`config.mk`:
```
export PLATFORM = sky130hd
export DESIGN_NAME = positional_stack_queue_buffer
export DESIGN_NICKNAME = d
export VERILOG_FILES = /design/src/hdl/psqb_pkg.sv /design/src/hdl/positional_stack_queue_buffer.sv /design/src/hdl/psqb_cell.sv /design/src/hdl/psqb_ctrl.sv
export VERILOG_INCLUDE_DIRS = /design/src /design/src/hdl
export SDC_FILE = /design/constraint.sdc
export NUM_CORES = 1
export LEC_CHECK = 0
export BUFFER_PORTS_ARGS = -buffer_cell sky130_fd_sc_hd__buf_2
export CORE_MARGIN = 8
export CORE_UTILIZATION = 45
export CTS_CLUSTER_SIZE = 16
export DETAILED_ROUTE_END_ITERATION = 6
export GPL_TIMING_DRIVEN = 0
export SETUP_SLACK_MARGIN = 0.1
export SLEW_MARGIN = 20
export SYNTH_ARGS = -nofsm -noshare
export SYNTH_HDL_FRONTEND = slang
export SYNTH_SLANG_ARGS = --single-unit
```
`constraint.sdc`:
```
create_clock -name aclk -period 12.31 [get_ports aclk]
set_input_delay 0.6155 -clock aclk [delete_from_list [all_inputs] [get_ports aclk]]
set_output_delay 0.6155 -clock aclk [all_outputs]
set_load 0.02 [all_outputs]
```
`src/hdl/positional_stack_queue_buffer_macros.svh`:
```
// Assertion macros for the positional stack/queue buffer.
// Used by the top level only; expects aclk and aresetn in scope.
`ifndef POSITIONAL_STACK_QUEUE_BUFFER_MACROS_SVH
`define POSITIONAL_STACK_QUEUE_BUFFER_MACROS_SVH

// Plain invariant, checked out of reset.
`define PSQB_ASSERT(name, expr, msg) \
    name: assert property (@(posedge aclk) disable iff (!aresetn) (expr)) else $error(msg);

// Implication into the next cycle.
`define PSQB_ASSERT_NEXT(name, ante, cons, msg) \
    name: assert property (@(posedge aclk) disable iff (!aresetn) (ante) |=> (cons)) \
        else $error(msg);

`endif

```
`src/hdl/psqb_pkg.sv`:
```
// Shared types, constants and helpers for the positional stack/queue buffer.
// No dependencies.
`default_nettype none

package psqb_pkg;

    localparam int DEPTH      = 16;
    localparam int POS_W      = 5;
    localparam int DATA_W     = 8;
    localparam int COUNT_O_W  = 5;
    localparam int CNT_W      = $clog2(DEPTH + 1);
    localparam int IDX_W      = $clog2(DEPTH);
    localparam int CMP_W      = ((CNT_W > POS_W) ? CNT_W : POS_W) + 1;
    localparam int INIT_COUNT = 4;
    localparam logic [DATA_W-1:0] FIRST_LETTER = 8'h41;

    typedef enum logic [1:0] {
        CMD_PUSH   = 2'd0,
        CMD_POP    = 2'd1,
        CMD_POP_AT = 2'd2
    } cmd_t;

    typedef enum logic [1:0] {
        ST_OK        = 2'd0,
        ST_EMPTY     = 2'd1,
        ST_WRONG_POS = 2'd2,
        ST_FULL      = 2'd3
    } status_t;

    typedef enum logic [2:0] {
        CELL_HOLD,
        CELL_FROM_LOWER,
        CELL_FROM_UPPER,
        CELL_LOAD,
        CELL_CLEAR
    } cell_op_t;

    typedef struct packed {
        cell_op_t          op;
        logic [DATA_W-1:0] load_val;
    } cell_ctl_t;

    typedef logic [DEPTH-1:0][DATA_W-1:0] entry_row_t;
    typedef cell_ctl_t [DEPTH-1:0]        ctl_row_t;

    function automatic logic [DATA_W-1:0] init_value(int i);
        logic [DATA_W-1:0] v;
        v = '0;
        if (i < INIT_COUNT) begin
            v = FIRST_LETTER + DATA_W'(i);
        end
        return v;
    endfunction

endpackage

`default_nettype wire

```
`src/hdl/positional_stack_queue_buffer.sv`:
```
// Top level of the positional stack/queue buffer: row of cells, decode, result register.
// Depends on psqb_pkg, psqb_cell, psqb_ctrl and the assertion macro header.
//
//   channel | direction | handshake             | payload
//   s_      | in        | s_tvalid / s_tready   | command, position, value
//   m_      | out       | m_tvalid / m_tready   | status, removed_value, entry_count
//   cfg_    | in        | cfg_valid / cfg_ready | queue_mode
//
// One command per cycle while s_tready is high: all cells shift, load, clear or hold
// in parallel at the edge that accepts a transaction, and the result register loads at
// that same edge, so m_tvalid rises in the cycle after acceptance.
// s_tready is low only while a held result is stalled by m_tready.
// Reset loads A, B, C, D into the four oldest cells, count four, stack mode.
`default_nettype none
`include "positional_stack_queue_buffer_macros.svh"

module positional_stack_queue_buffer import psqb_pkg::*; (
    input  wire logic        aclk,
    input  wire logic        aresetn,
    input  wire logic        s_tvalid,
    output logic             s_tready,
    input  wire logic [15:0] s_tdata,   // command[1:0], position[6:2], value[14:7]
    output logic             m_tvalid,
    input  wire logic        m_tready,
    output logic      [15:0] m_tdata,   // status[1:0], removed_value[9:2], entry_count[14:10]
    input  wire logic        cfg_valid,
    output logic             cfg_ready,
    input  wire logic        cfg_data
);

    logic              queue_mode_reg;
    logic [CNT_W-1:0]  count_reg;
    logic [CNT_W-1:0]  count_next;
    logic              m_tvalid_reg;
    logic [15:0]       m_tdata_reg;
    logic              s_fire;
    cmd_t              s_command;
    logic [POS_W-1:0]  s_position;
    logic [DATA_W-1:0] s_value;
    entry_row_t        entries;
    ctl_row_t          cell_ctl;
    status_t           status;
    logic [DATA_W-1:0] removed_value;
    logic              grow_fire;
    logic [CNT_W-1:0]  count_inc;
    logic              empty_result;

    assign s_command  = cmd_t'(s_tdata[1:0]);
    assign s_position = s_tdata[6:2];
    assign s_value    = s_tdata[14:7];
    assign s_tready   = !m_tvalid_reg || m_tready;
    assign s_fire     = s_tvalid && s_tready;
    assign cfg_ready  = 1'b1;

    psqb_ctrl u_ctrl (
        .fire          (s_fire),
        .command       (s_command),
        .position      (s_position),
        .value         (s_value),
        .queue_mode    (queue_mode_reg),
        .count         (count_reg),
        .entries       (entries),
        .cell_ctl      (cell_ctl),
        .status        (status),
        .removed_value (removed_value),
        .count_next    (count_next)
    );

    for (genvar i = 0; i < DEPTH; i++) begin : g_cell
        logic [DATA_W-1:0] lower_val;
        logic [DATA_W-1:0] upper_val;

        if (i == 0) begin : g_first
            assign lower_val = '0;
        end else begin : g_lower
            assign lower_val = entries[i-1];
        end

        if (i == DEPTH - 1) begin : g_last
            assign upper_val = '0;
        end else begin : g_upper
            assign upper_val = entries[i+1];
        end

        psqb_cell u_cell (
            .aclk      (aclk),
            .aresetn   (aresetn),
            .init_val  (init_value(i)),
            .lower_val (lower_val),
            .upper_val (upper_val),
            .ctl       (cell_ctl[i]),
            .data      (entries[i])
        );
    end

    always_ff @(posedge aclk) begin
        if (!aresetn) begin
            queue_mode_reg <= 1'b0;
            count_reg      <= CNT_W'(INIT_COUNT);
            m_tvalid_reg   <= 1'b0;
        end else begin
            if (cfg_valid && cfg_ready) begin
                queue_mode_reg <= cfg_data;
            end
            if (s_fire) begin
                count_reg    <= count_next;
                m_tvalid_reg <= 1'b1;
            end else if (m_tready) begin
                m_tvalid_reg <= 1'b0;
            end
        end
    end

    always_ff @(posedge aclk) begin
        if (s_fire) begin
            m_tdata_reg <= {1'b0, COUNT_O_W'(count_next), removed_value, status};
        end
    end

    assign m_tvalid = m_tvalid_reg;
    assign m_tdata  = m_tdata_reg;

    assign grow_fire    = s_fire && s_command == CMD_PUSH && count_reg != CNT_W'(DEPTH);
    assign count_inc    = count_reg + CNT_W'(1);
    assign empty_result = m_tvalid_reg && status_t'(m_tdata_reg[1:0]) == ST_EMPTY;

    `PSQB_ASSERT(a_count_bound, count_reg <= CNT_W'(DEPTH), "count above depth")
    `PSQB_ASSERT_NEXT(a_push_grows, grow_fire, count_reg == $past(count_inc), "count did not grow")
    `PSQB_ASSERT(a_empty_result, !empty_result || m_tdata_reg[14:2] == '0, "empty result with data")

endmodule

`default_nettype wire

```
`src/hdl/psqb_cell.sv`:
```
// One storage cell of the buffer row: holds a byte, shifts from a neighbor,
// loads, or clears. Depends on psqb_pkg.
`default_nettype none

module psqb_cell import psqb_pkg::*; (
    input  wire logic              aclk,
    input  wire logic              aresetn,
    input  wire logic [DATA_W-1:0] init_val,
    input  wire logic [DATA_W-1:0] lower_val,
    input  wire logic [DATA_W-1:0] upper_val,
    input  wire cell_ctl_t         ctl,
    output logic      [DATA_W-1:0] data
);

    logic [DATA_W-1:0] data_reg;
    logic [DATA_W-1:0] data_next;

    always_comb begin
        case (ctl.op)
            CELL_FROM_LOWER: data_next = lower_val;
            CELL_FROM_UPPER: data_next = upper_val;
            CELL_LOAD:       data_next = ctl.load_val;
            CELL_CLEAR:      data_next = '0;
            default:         data_next = data_reg;
        endcase
    end

    always_ff @(posedge aclk) begin
        if (!aresetn) begin
            data_reg <= init_val;
        end else begin
            data_reg <= data_next;
        end
    end

    assign data = data_reg;

endmodule

`default_nettype wire

```
`src/hdl/psqb_ctrl.sv`:
```
// Command decode: per-cell shift controls, status, removed entry and new count.
// Depends on psqb_pkg.
`default_nettype none

module psqb_ctrl import psqb_pkg::*; (
    input  wire logic              fire,
    input  wire cmd_t              command,
    input  wire logic [POS_W-1:0]  position,
    input  wire logic [DATA_W-1:0] value,
    input  wire logic              queue_mode,
    input  wire logic [CNT_W-1:0]  count,
    input  wire entry_row_t        entries,
    output ctl_row_t               cell_ctl,
    output status_t                status,
    output logic      [DATA_W-1:0] removed_value,
    output logic      [CNT_W-1:0]  count_next
);

    logic [CMP_W-1:0] cnt_ext;
    logic [CMP_W-1:0] pos_ext;
    logic [CMP_W-1:0] idx;
    logic             do_insert;
    logic             do_remove;

    always_comb begin
        cnt_ext   = CMP_W'(count);
        pos_ext   = CMP_W'(position);
        idx       = '0;
        do_insert = 1'b0;
        do_remove = 1'b0;
        status    = ST_OK;

        case (command)
            CMD_PUSH: begin
                if (cnt_ext >= CMP_W'(DEPTH)) begin
                    status = ST_FULL;
                end else begin
                    do_insert = 1'b1;
                    if (pos_ext >= CMP_W'(1) && pos_ext <= cnt_ext + CMP_W'(1)) begin
                        idx = pos_ext - CMP_W'(1);
                    end else begin
                        idx = cnt_ext;
                    end
                end
            end
            CMD_POP: begin
                if (cnt_ext == '0) begin
                    status = ST_EMPTY;
                end else begin
                    do_remove = 1'b1;
                    idx = queue_mode ? '0 : cnt_ext - CMP_W'(1);
                end
            end
            CMD_POP_AT: begin
                if (cnt_ext == '0) begin
                    status = ST_EMPTY;
                end else if (pos_ext < CMP_W'(1) || pos_ext > cnt_ext) begin
                    status = ST_WRONG_POS;
                end else begin
                    do_remove = 1'b1;
                    idx = pos_ext - CMP_W'(1);
                end
            end
            default: begin
                status = ST_OK;
            end
        endcase

        removed_value = do_remove ? entries[idx[IDX_W-1:0]] : '0;

        if (do_insert) begin
            count_next = count + CNT_W'(1);
        end else if (do_remove) begin
            count_next = count - CNT_W'(1);
        end else begin
            count_next = count;
        end

        for (int i = 0; i < DEPTH; i++) begin
            cell_ctl[i].load_val = value;
            cell_ctl[i].op       = CELL_HOLD;
            if (fire && do_insert) begin
                if (CMP_W'(i) == idx) begin
                    cell_ctl[i].op = CELL_LOAD;
                end else if (CMP_W'(i) > idx && CMP_W'(i) <= cnt_ext) begin
                    cell_ctl[i].op = CELL_FROM_LOWER;
                end
            end else if (fire && do_remove) begin
                if (CMP_W'(i) == cnt_ext - CMP_W'(1)) begin
                    cell_ctl[i].op = CELL_CLEAR;
                end else if (CMP_W'(i) >= idx && CMP_W'(i) < cnt_ext - CMP_W'(1)) begin
                    cell_ctl[i].op = CELL_FROM_UPPER;
                end
            end
        end
    end

endmodule

`default_nettype wire
```
=== Yosys cells after proc, flatten, opt, wreduce, memory -nomap -nowiden ===
Index checks and enable logic that the tools add are counted.

* Reductions and logical operators: 61
* Bitwise logic cells: 0
* Div/mod/pow operators: 0
* Muxes and demuxes: 136
* $lt $le $gt $ge: 69
* Multiply operators: 0
* Add/sub/neg operators: 5
* Shift operators: 0
* Equal/unequal tests: 96

{| class="wikitable"
|+ Operator list
! kind !! count
|-
| $pmux W8 S4 || 14
|-
| $mux W3 || 64
|-
| $eq A3 B2 Y1 const B || 32
|-
| $eq A4 B6 Y1 const A || 16
|-
| $reduce_bool A4 Y1 || 14
|-
| $eq A3 B1 Y1 const B || 16
|-
| $eq A3 B3 Y1 const B || 16
|-
| $eq A3 B6 Y1 const A || 8
|-
| $ge A4 B6 Y1 const A || 8
|-
| $gt A4 B6 Y1 const A || 8
|-
| $lt A4 B6 Y1 const A || 8
|-
| $pmux W8 S3 || 2
|-
| $le A4 B5 Y1 const A || 8
|-
| $mux W2 || 19
|-
| $mux W6 || 6
|-
| $logic_and A1 B1 Y1 || 35
|-
| $bmux W8 S4 || 1
|-
| $eq A2 B6 Y1 const A || 4
|-
| $ge A3 B6 Y1 const A || 4
|-
| $gt A3 B6 Y1 const A || 4
|-
| $lt A3 B6 Y1 const A || 4
|-
| $mux W1 || 24
|-
| $le A3 B5 Y1 const A || 4
|-
| $pmux W6 S3 || 1
|-
| other kinds (33) || 47
|}

* Bits in latches: 0
* Register bits after elaboration: 150
* Logic and storage cells: 388
* Bits in writable memories: 0
* Input bits: 22
* ROM bits: 0
* Output and inout bits: 19
* Memories: 0

=== Logic depth before layout (Yosys ltp) ===
Gate-level depths: netlist of the first run.

* Depth in word-level cells: 15
* Depth in mapped cells: 19
* Gate-level depth less buffers: 13

=== Hierarchy ===
From an unflattened synthesis of the first run, not the netlist that was laid out.

* Cells, all modules: 1420
* Area, all modules: 13257.7 um2

{| class="wikitable"
|+ Modules (own cells, without submodules)
! module !! cells an instance !! sequential area each (um2) !! times used !! area an instance (um2)
|-
| psqb_cell || 40 || 240.2 || 16 || 503.0
|-
| psqb_ctrl || 730 || 0.0 || 1 || 4423.0
|-
| positional_stack_queue_buffer || 50 || 590.6 || 1 || 787.0
|}

=== Worst setup path before layout of the first run ===
Ideal clock, no wire load.

* Path kind: reg-to-reg
* Start point: reg count_reg[0]
* End point: reg g_cell[8].u_cell.data_reg[7]
* Required time: 12.236 ns
* Data arrival time: 4.346 ns
* Slack: 7.891 ns
* Library setup time: 0.074 ns
* Buffers on the path: 3
* Period minus slack after synthesis: 4.419 ns
* Cell stages (with the launch flop): 17
* Path through: dfxtp_1 > clkbuf_1 > inv_1 > ha_1 > clkbuf_1 > inv_1 > ha_1 > nor2b_1 > o21bai_1 > a31oi_4 > or4_1 > and3_1 > buf_6 > a311oi_2 > a2111oi_4 > a2111o_4 > o22ai_2

* Cells in the longest elaborated chain, start to end: 14
* Elaborated cells on any way between the ends: 43
* Those cells by class: add/sub (2); order compare (7); eq/ne (6); mux (20); reduce/logical (8)

{| class="wikitable"
|+ Ends and longest elaborated chain
! element !! line !! text
|-
| start, declared || positional_stack_queue_buffer.sv:32 || <nowiki>logic [CNT_W-1:0] count_reg;</nowiki>
|-
| start signal, assigned || positional_stack_queue_buffer.sv:99 || <nowiki>count_reg <= CNT_W'(INIT_COUNT);</nowiki>
|-
| start signal, assigned || positional_stack_queue_buffer.sv:106 || <nowiki>count_reg <= count_next;</nowiki>
|-
| $add A5 B1 Y6 || psqb_ctrl.sv:39 || <nowiki>if (pos_ext >= CMP_W'(1) && pos_ext <= cnt_ext + CMP_W'(1)) begin</nowiki>
|-
| $le A5 B6 Y1 || psqb_ctrl.sv:39 ||
|-
| $logic_and A1 B1 Y1 || psqb_ctrl.sv:39 ||
|-
| $mux W6 || psqb_ctrl.sv:39 ||
|-
| $mux W6 || psqb_ctrl.sv:35 || <nowiki>if (cnt_ext >= CMP_W'(DEPTH)) begin</nowiki>
|-
| $pmux W6 S3 || psqb_ctrl.sv:33 || <nowiki>case (command)</nowiki>
|-
| $ge A4 B6 Y1 || psqb_ctrl.sv:91 || <nowiki>end else if (CMP_W'(i) >= idx && CMP_W'(i) < cnt_ext - CMP_W'(1)) begin</nowiki>
|-
| $logic_and A1 B1 Y1 || psqb_ctrl.sv:91 ||
|-
| $mux W2 || psqb_ctrl.sv:91 ||
|-
| $mux W3 || psqb_ctrl.sv:89 || <nowiki>if (CMP_W'(i) == cnt_ext - CMP_W'(1)) begin</nowiki>
|-
| $mux W3 || psqb_ctrl.sv:88 || <nowiki>end else if (fire && do_remove) begin</nowiki>
|-
| $mux W3 (*) || psqb_ctrl.sv:82 || <nowiki>if (fire && do_insert) begin</nowiki>
|-
| $eq A3 B3 Y1 (tied with other cells) || psqb_cell.sv:19 || <nowiki>case (ctl.op)</nowiki>
|-
| $pmux W8 S4 / $reduce_bool A4 Y1 (equally long branches) || n/a ||
|-
| end signal, assigned || psqb_cell.sv:30 || <nowiki>data_reg <= init_val;</nowiki>
|-
| end signal, assigned || psqb_cell.sv:32 || <nowiki>data_reg <= data_next;</nowiki>
|-
| end, declared || psqb_cell.sv:15 || <nowiki>logic [DATA_W-1:0] data_reg;</nowiki>
|}

Mark *: on every way between the ends. The rest lies on a longest branch, timed or not.
A chain may end at the register's enable or synchronous reset.

=== Worst setup path in the final report of the first run ===
* Start point: reg count_reg[0]
* End point: reg g_cell[11].u_cell.data_reg[5]

* Cells in the longest elaborated chain, start to end: 14
* Elaborated cells on any way between the ends: 43
* Those cells by class: add/sub (2); order compare (7); eq/ne (6); mux (20); reduce/logical (8)

{| class="wikitable"
|+ Ends and longest elaborated chain
! element !! line
|-
| $add A5 B1 Y6 || psqb_ctrl.sv:39
|-
| $le A5 B6 Y1 || psqb_ctrl.sv:39
|-
| $logic_and A1 B1 Y1 || psqb_ctrl.sv:39
|-
| $mux W6 || psqb_ctrl.sv:39
|-
| $mux W6 || psqb_ctrl.sv:35
|-
| $pmux W6 S3 || psqb_ctrl.sv:33
|-
| $ge A4 B6 Y1 || psqb_ctrl.sv:91
|-
| $logic_and A1 B1 Y1 || psqb_ctrl.sv:91
|-
| $mux W2 || psqb_ctrl.sv:91
|-
| $mux W3 || psqb_ctrl.sv:89
|-
| $mux W3 || psqb_ctrl.sv:88
|-
| $mux W3 (*) || psqb_ctrl.sv:82
|-
| $eq A3 B3 Y1 (tied with other cells) || psqb_cell.sv:19
|-
| $pmux W8 S4 / $reduce_bool A4 Y1 (equally long branches) || n/a
|-
| end signal, assigned || psqb_cell.sv:30
|-
| end signal, assigned || psqb_cell.sv:32
|-
| end, declared || psqb_cell.sv:15
|}

Marks and branches as above.

==> flow_summary.yaml, run 1 <==
drt:
  viasPerCell: 7.010
  first_pass_iters: 7
  drc: 9
  drt_iter0_drc: 1503
  via_count: 11750
  postRouteAntennaNets: 0
  drt-wirelength-per-cell_um: 28.25
  routed_wl_um: 47350
timing:
  tightest_slew_ns: 1.132
  rsz0062_at_grt: "false"
  setup_viol: 0
  fin_crit_sh: 0.5165
  slew_violations: 0
  slew_headroom: 0.2444
  finalHoldViolCount: 0
  min_period_ns: 6.358
  clock_skew_ns: 0.01697
  clock.fmax_mhz: 157.3
  tns_ns: 0
setup_path:
  endpoint_kind: "register"
  rr_worst_depth: 17
  path_max_fanout: 11
  cp-endpoint: "g_cell[11].u_cell.data[5]"
  rrSetupSlack_ns: 5.95
  r2r-start: "count_reg[0]"
  rr_endpoint: "g_cell[11].u_cell.data[5]"
  cp-startpoint: "count_reg[0]"
  critPathArrivalTime_ns: 6.68
  worstSetupPathType: "register to register"
  required_ns: 12.63
  worst_setup_path_start_kind: "register"
global_routing:
  overflow: 0
  antenna_found_initial: 0
  grt_pass1_vias: 11260
  grt_start_max_net_pins: 21
  grt_first_pass_wirelength_um: 71040
  track_usage: 0.3174
clock_network:
  ctsHoldBuffers: 0
  htree_levels: 4
  cts_max_path_buffers: 2
  clock_latency_ns: 0.44
  clk_pin_slew_ns: 0.07
  clock-root-buffer: "clkbuf_16"
  cts_buffers: 17
  cts_repair_resize_count: 0
  cts_tree: "yes"
  clock-sinks: 150
  postCtsSetupRepairBufs: 0
floorplan:
  rows: 57
  dieArea_sq_mm: 0.02972
  core_sq_mm: 0.02418
  die_w_um: 172.4
  io_pins: 41
  die_y_um: 172.4
  initial_core_util: 0.4553
cells_and_area:
  drive_gt1_frac: 0.1494
  nets: 1383
  area_growth_pct: 10.92
  largest_reg_flops: 128
  fin_util: 0.5050
  antenna_cells: 0
power:
  power-per-cell-area_mw_per_mm2: 117.2
  ir_worst_vdd_mv: 0.08983
  p_leak_uw: 0.004548
run_status:
  violations: "design-rule violations"
  status: "finished with violations"
logic_synthesis:
  ys_seq_elements: 150
  synth_top_area_frac: 0.2455
  synth_most_common_cell: "nand2_1"
  synth_area_leaders: "dfxtp_1 (25%), mux2i_1 (7.4%), nand2_1 (4.8%), edfxtp_1 (4.1%), a22oi_1 (3.0%)"
  synthDistinctLibCells: 106
  ys_warn_count: 0
  yosysTopAreaCell: "dfxtp_1"
  netlist_area_sq_mm: 0.01101
  synth_edf_count: 15
  syn_nets: 1327
  yosysSeqAreaShare: 0.2864
  syn_inst: 1283
  synth_top_flop_cell: "dfxtp_1"
  synth_commonest_cells: "nand2_1 (142), dfxtp_1 (135), mux2i_1 (81)"
  syn_area_per_cell_sq_um: 8.580
  synthArstFlopShare: 0
place:
  gp_congestion: 0.9713
  portBuffers: 37
  dpl.hpwl_um: 35360
min_path:
  hp-class: "input port to register"
  hold_start: "s_tvalid"
flow_run:
  maxCapViolCount: 0
-- layout by cell type (no fill, tap or decap), types with 9 or more instances in the layout --
cell and n:
xnor2_1 13, ha_1 22, nor2_1 73, nand3_1 56, nor3_2 10, nor3_1 36, a221o_1 26, mux2i_1 81
o31a_1 10, o221a_2 9, a31oi_1 34, dfxtp_1 135, a32oi_1 18, clkbuf_1 57, and4_1 11, o21ai_1 12
o22ai_1 18, o211ai_1 17, a21oi_1 55, o221ai_1 16, edfxtp_1 15, buf_4 9, o211a_1 11, o211ai_2 10
o21a_1 11, o22a_1 10, clkbuf_16 18, buf_2 54, a22oi_1 44, inv_1 33, nand2_1 142, a22o_1 10
o21ai_0 54
-- power breakdown --
part	leakage, uW	internal (uW)	switching [uW]
registers	0.00124	509	16.9
logic	0.00301	94.7	245
clock network	0.000297	322	244
total	0.00455	925	505
-- how the worst min path moves through the flow --
| stage | end | cells past startpoint |
|---|---|---|
| after detailed placement | g_cell[15].u_cell.data[6] | 1 |
| final | m_tvalid | 3 |
| after floorplan | g_cell[15].u_cell.data[6] | 1 |
| after CTS | m_tvalid | 3 |
| after global placement | g_cell[15].u_cell.data[6] | 1 |
| after global routing | queue_mode_reg | 3 |
-- routing by layer --
metal | track usage | vias up | wire length, um
li1 | - | 5119 | -
met1 | 0.4208 | 5690 | 19430
met2 | 0.4872 | 797 | 21040
met3 | 0.06301 | 142 | 4935
met4 | 0.1510 | 0 | 1946
met5 | 0 | - | 0
-- metrics by stage --
stage	setup WS, ns	total power (uW)	instances	instance area [sq um]	hold slack [ns]
floorplan	7.891	747.7	1283	11010	0.4598
global placement	6.257	860.7	1644	11600	0.4771
detailed placement	6.303	861.0	1644	11600	0.4848
CTS	6.274	1414	1676	12210	0.4173
global route	5.885	1462	1676	12210	0.4426
finish	5.952	1431	1676	12210	0.4151
-- worst max-delay path, stage by stage (launching register included) --
cell and delay, ns:
dfxtp_1 0.63, clkbuf_1 0.53, inv_1 0.42, ha_1 0.46, clkbuf_1 0.45, inv_1 0.19, ha_1 0.33, nor2b_1 0.14
o21bai_1 0.25, a31o_2 0.31, a221oi_4 0.11, buf_6 0.19, o21ai_2 0.28, clkbuf_1 0.64, a211o_1 0.19, clkbuf_1 0.52
nand3b_4 0.26, o221a_1 0.32
-- cell type report --
class                   count  area (sq um)
clock inverters            11         135.1
clock buffers              21         471.7
inverters                  34         130.1
flip-flops and latches    150          3153
plain buffers              95         456.7
repair buffers             37         185.2
fillers                  2397         11970
multi-input cells        1004          7273
well taps                 324         405.4
-- kinds of logic after synthesis --
group,count (synthesis),share of synthesized area
muxes,87,0.07979
other,2,0.0006822
AOI/OAI and AO/OA,470,0.3463
buffers and inverters,129,0.05331
and+or+nand+nor,410,0.1981
xor gates and xnor gates,13,0.01034
adders and majority gates,22,0.02501
DFF,150,0.2864
No activity file was read; power rests on OpenSTA's default activity.
==> inputs of run 2 (changes only) <==
==> constraint.sdc (replaced) <==
create_clock -name aclk -period 5.45 [get_ports aclk]
set_input_delay 0.2725 -clock aclk [delete_from_list [all_inputs] [get_ports aclk]]
set_output_delay 0.2725 -clock aclk [all_outputs]
set_load 0.02 [all_outputs]
==> run 2 against run 1 <==
The flow still finishes with violations (design-rule violations). Critical path depth unchanged. Die area unchanged. Flip-flop and latch count unchanged. Global-route usage about the same. Clock skew decreased by 0.0016 ns. Total power increased by 130%. Critical path type unchanged. Largest power group unchanged. Highest routed layer unchanged.
==> flow_summary.yaml, run 2 (synthesis results as in run 1) <==
run_status:
  status: "finished with violations"
  violations: "design-rule violations"
cells_and_area:
  largest_reg_flops: 128
  drive_gt1_frac: 0.1689
  nFillCells: 2374
  final_cell_mix: "nand2_1 (142), dfxtp_1 (134), mux2i_1 (81), nor2_1 (73), nand3_1 (55)"
  final_common_cell: "nand2_1"
  final_cell_area_sq_mm: 0.01236
  area_growth_pct: 12.28
  fin_util: 0.5112
  antenna_cells: 0
  nets: 1393
setup_path:
  rr_worst_depth: 17
  rr_endpoint: "g_cell[3].u_cell.data[7]"
  path_max_fanout: 11
  worst_setup_path_start_kind: "register"
  required_ns: 5.76
  r2r-start: "count_reg[0]"
  endpoint_kind: "register"
  rrSetupSlack_ns: 0.24
  worstSetupPathType: "register to register"
  critPathArrivalTime_ns: 5.51
timing:
  final.setup.worst_slack_ns: 0.2426
  fin_crit_sh: 0.9555
  clock_skew_ns: 0.01537
  slew_headroom: 0.2480
  min_period_ns: 5.207
  rsz0062_at_grt: "true"
  setup_viol: 0
  finalHoldViolCount: 0
  tightest_slew_ns: 1.127
  slew_violations: 0
  clock.fmax_mhz: 192.0
min_path:
  whs_endpoint: "m_tvalid"
  hp-class: "input port to register"
  hold_start: "s_tvalid"
  hold_depth: 3
drt:
  first_pass_iters: 7
  viasPerCell: 7.057
  via_count: 11900
  drt_iter0_drc: 1592
  postRouteAntennaNets: 0
  routed_wl_um: 47530
  drt-wirelength-per-cell_um: 28.19
  drc: 19
place:
  gp_congestion: 0.9713
  pre_cts_ws_ns: -0.5575
  portBuffers: 37
  placed_area_sq_mm: 0.01160
  dpl.hpwl_um: 35360
floorplan:
  rows: 57
  die_y_um: 172.4
  core_sq_mm: 0.02418
  dieArea_sq_mm: 0.02972
  io_pins: 41
  initial_core_util: 0.4553
  die_w_um: 172.4
clock_network:
  htree_levels: 4
  cts_buffers: 17
  clock-root-buffer: "clkbuf_16"
  ctsHoldBuffers: 0
  clock_latency_ns: 0.44
  clock-sinks: 150
  cts_tree: "yes"
  clk_pin_slew_ns: 0.07
  cts_max_path_buffers: 2
power:
  power-per-cell-area_mw_per_mm2: 262.7
  ir_worst_vdd_mv: 0.2058
  p_leak_uw: 0.004623
global_routing:
  antenna_found_initial: 0
  grt_start_max_net_pins: 21
  overflow: 0
  grt_pass1_vias: 11300
  grt_first_pass_wirelength_um: 71060
  track_usage: 0.3175
flow_run:
  maxCapViolCount: 0
[run 2: per-layer routing]
layer / global-route usage / wire (um) / up-vias
li1: - / - / 5142
met1: 0.4222 / 19800 / 5795
met2: 0.4875 / 20980 / 807
met3: 0.06142 / 4622 / 154
met4: 0.1503 / 2119 / 0
met5: 0 / 0 / -
[run 2: what timing repair did]
| action | 4_1_cts | 5_1_grt |
|---|---|---|
| gates cloned | 0 | 1 |
| buffers inserted | 3 | 6 |
| setup endpoints to repair | 136 | 125 |
| endpoints found under the hold margin | 0 | 0 |
| gates resized for setup | 11 | 16 |
| pin swaps | 1 | 2 |
[run 2: area by class of cell]
| cell class | instances | area [sq um] | share of cell area |
|---|---|---|---|
| Sequential cell | 150 | 3154 | 0.2552 |
| Multi-Input combinational cell | 1005 | 7333 | 0.5933 |
| Timing Repair Buffer | 46 | 252.7 | 0.02045 |
| Clock inverter | 11 | 135.1 | 0.01093 |
| Clock buffer | 21 | 471.7 | 0.03817 |
| Buffer | 95 | 473.0 | 0.03827 |
| Inverter | 34 | 133.9 | 0.01083 |
| Tap cell | 324 | 405.4 | 0.03280 |
[run 2: power by group]
group | leakage (uW) | total (uW) | internal (uW) | switching, uW
Combinational | 0.00308 | 780 | 223 | 557
Clock | 0.000297 | 1280 | 726 | 552
Sequential | 0.00124 | 1190 | 1150 | 38.1
[run 2: worst max-delay path, stage by stage, from the launching register on]
cell        delay (ns)
dfxtp_2           0.48
clkbuf_2          0.36
clkinvlp_4        0.24
ha_1              0.38
clkbuf_2          0.28
inv_1             0.13
ha_1              0.31
nor2b_1           0.14
o21bai_1          0.25
a31o_2            0.31
a21oi_1           0.13
a21o_1            0.20
buf_4             0.19
buf_4             0.21
nor4_4            0.71
a31oi_1           0.21
nand2_1           0.37
o22ai_1           0.15
[run 2: worst max path at each step]
stage / slack [ns] / end / depth (start not counted) / from
after floorplan: 1.03 / g_cell[8].u_cell.data[7] / 16 / count_reg[0]
after global placement: -0.60 / g_cell[3].u_cell.data[6] / 16 / count_reg[0]
final: 0.24 / g_cell[3].u_cell.data[7] / 17 / count_reg[0]
after global routing: 0.09 / m_tdata[2] / 15 / count_reg[2]
after detailed placement: -0.56 / g_cell[3].u_cell.data[6] / 16 / count_reg[0]
after CTS: 0.11 / m_tdata[4] / 18 / count_reg[0]
[run 2: through the flow]
stage                     total power [uW]  instances  hold WS, ns  setup TNS (ns)
final                                 3246       1686      0.07035               0
after global routing                  3316       1686      0.09959               0
after CTS                             3200       1679      0.07426               0
after detailed placement              1945       1644       0.4848          -36.87
after global placement                1944       1644       0.4771          -41.29
after floorplan                       1689       1283       0.4020               0
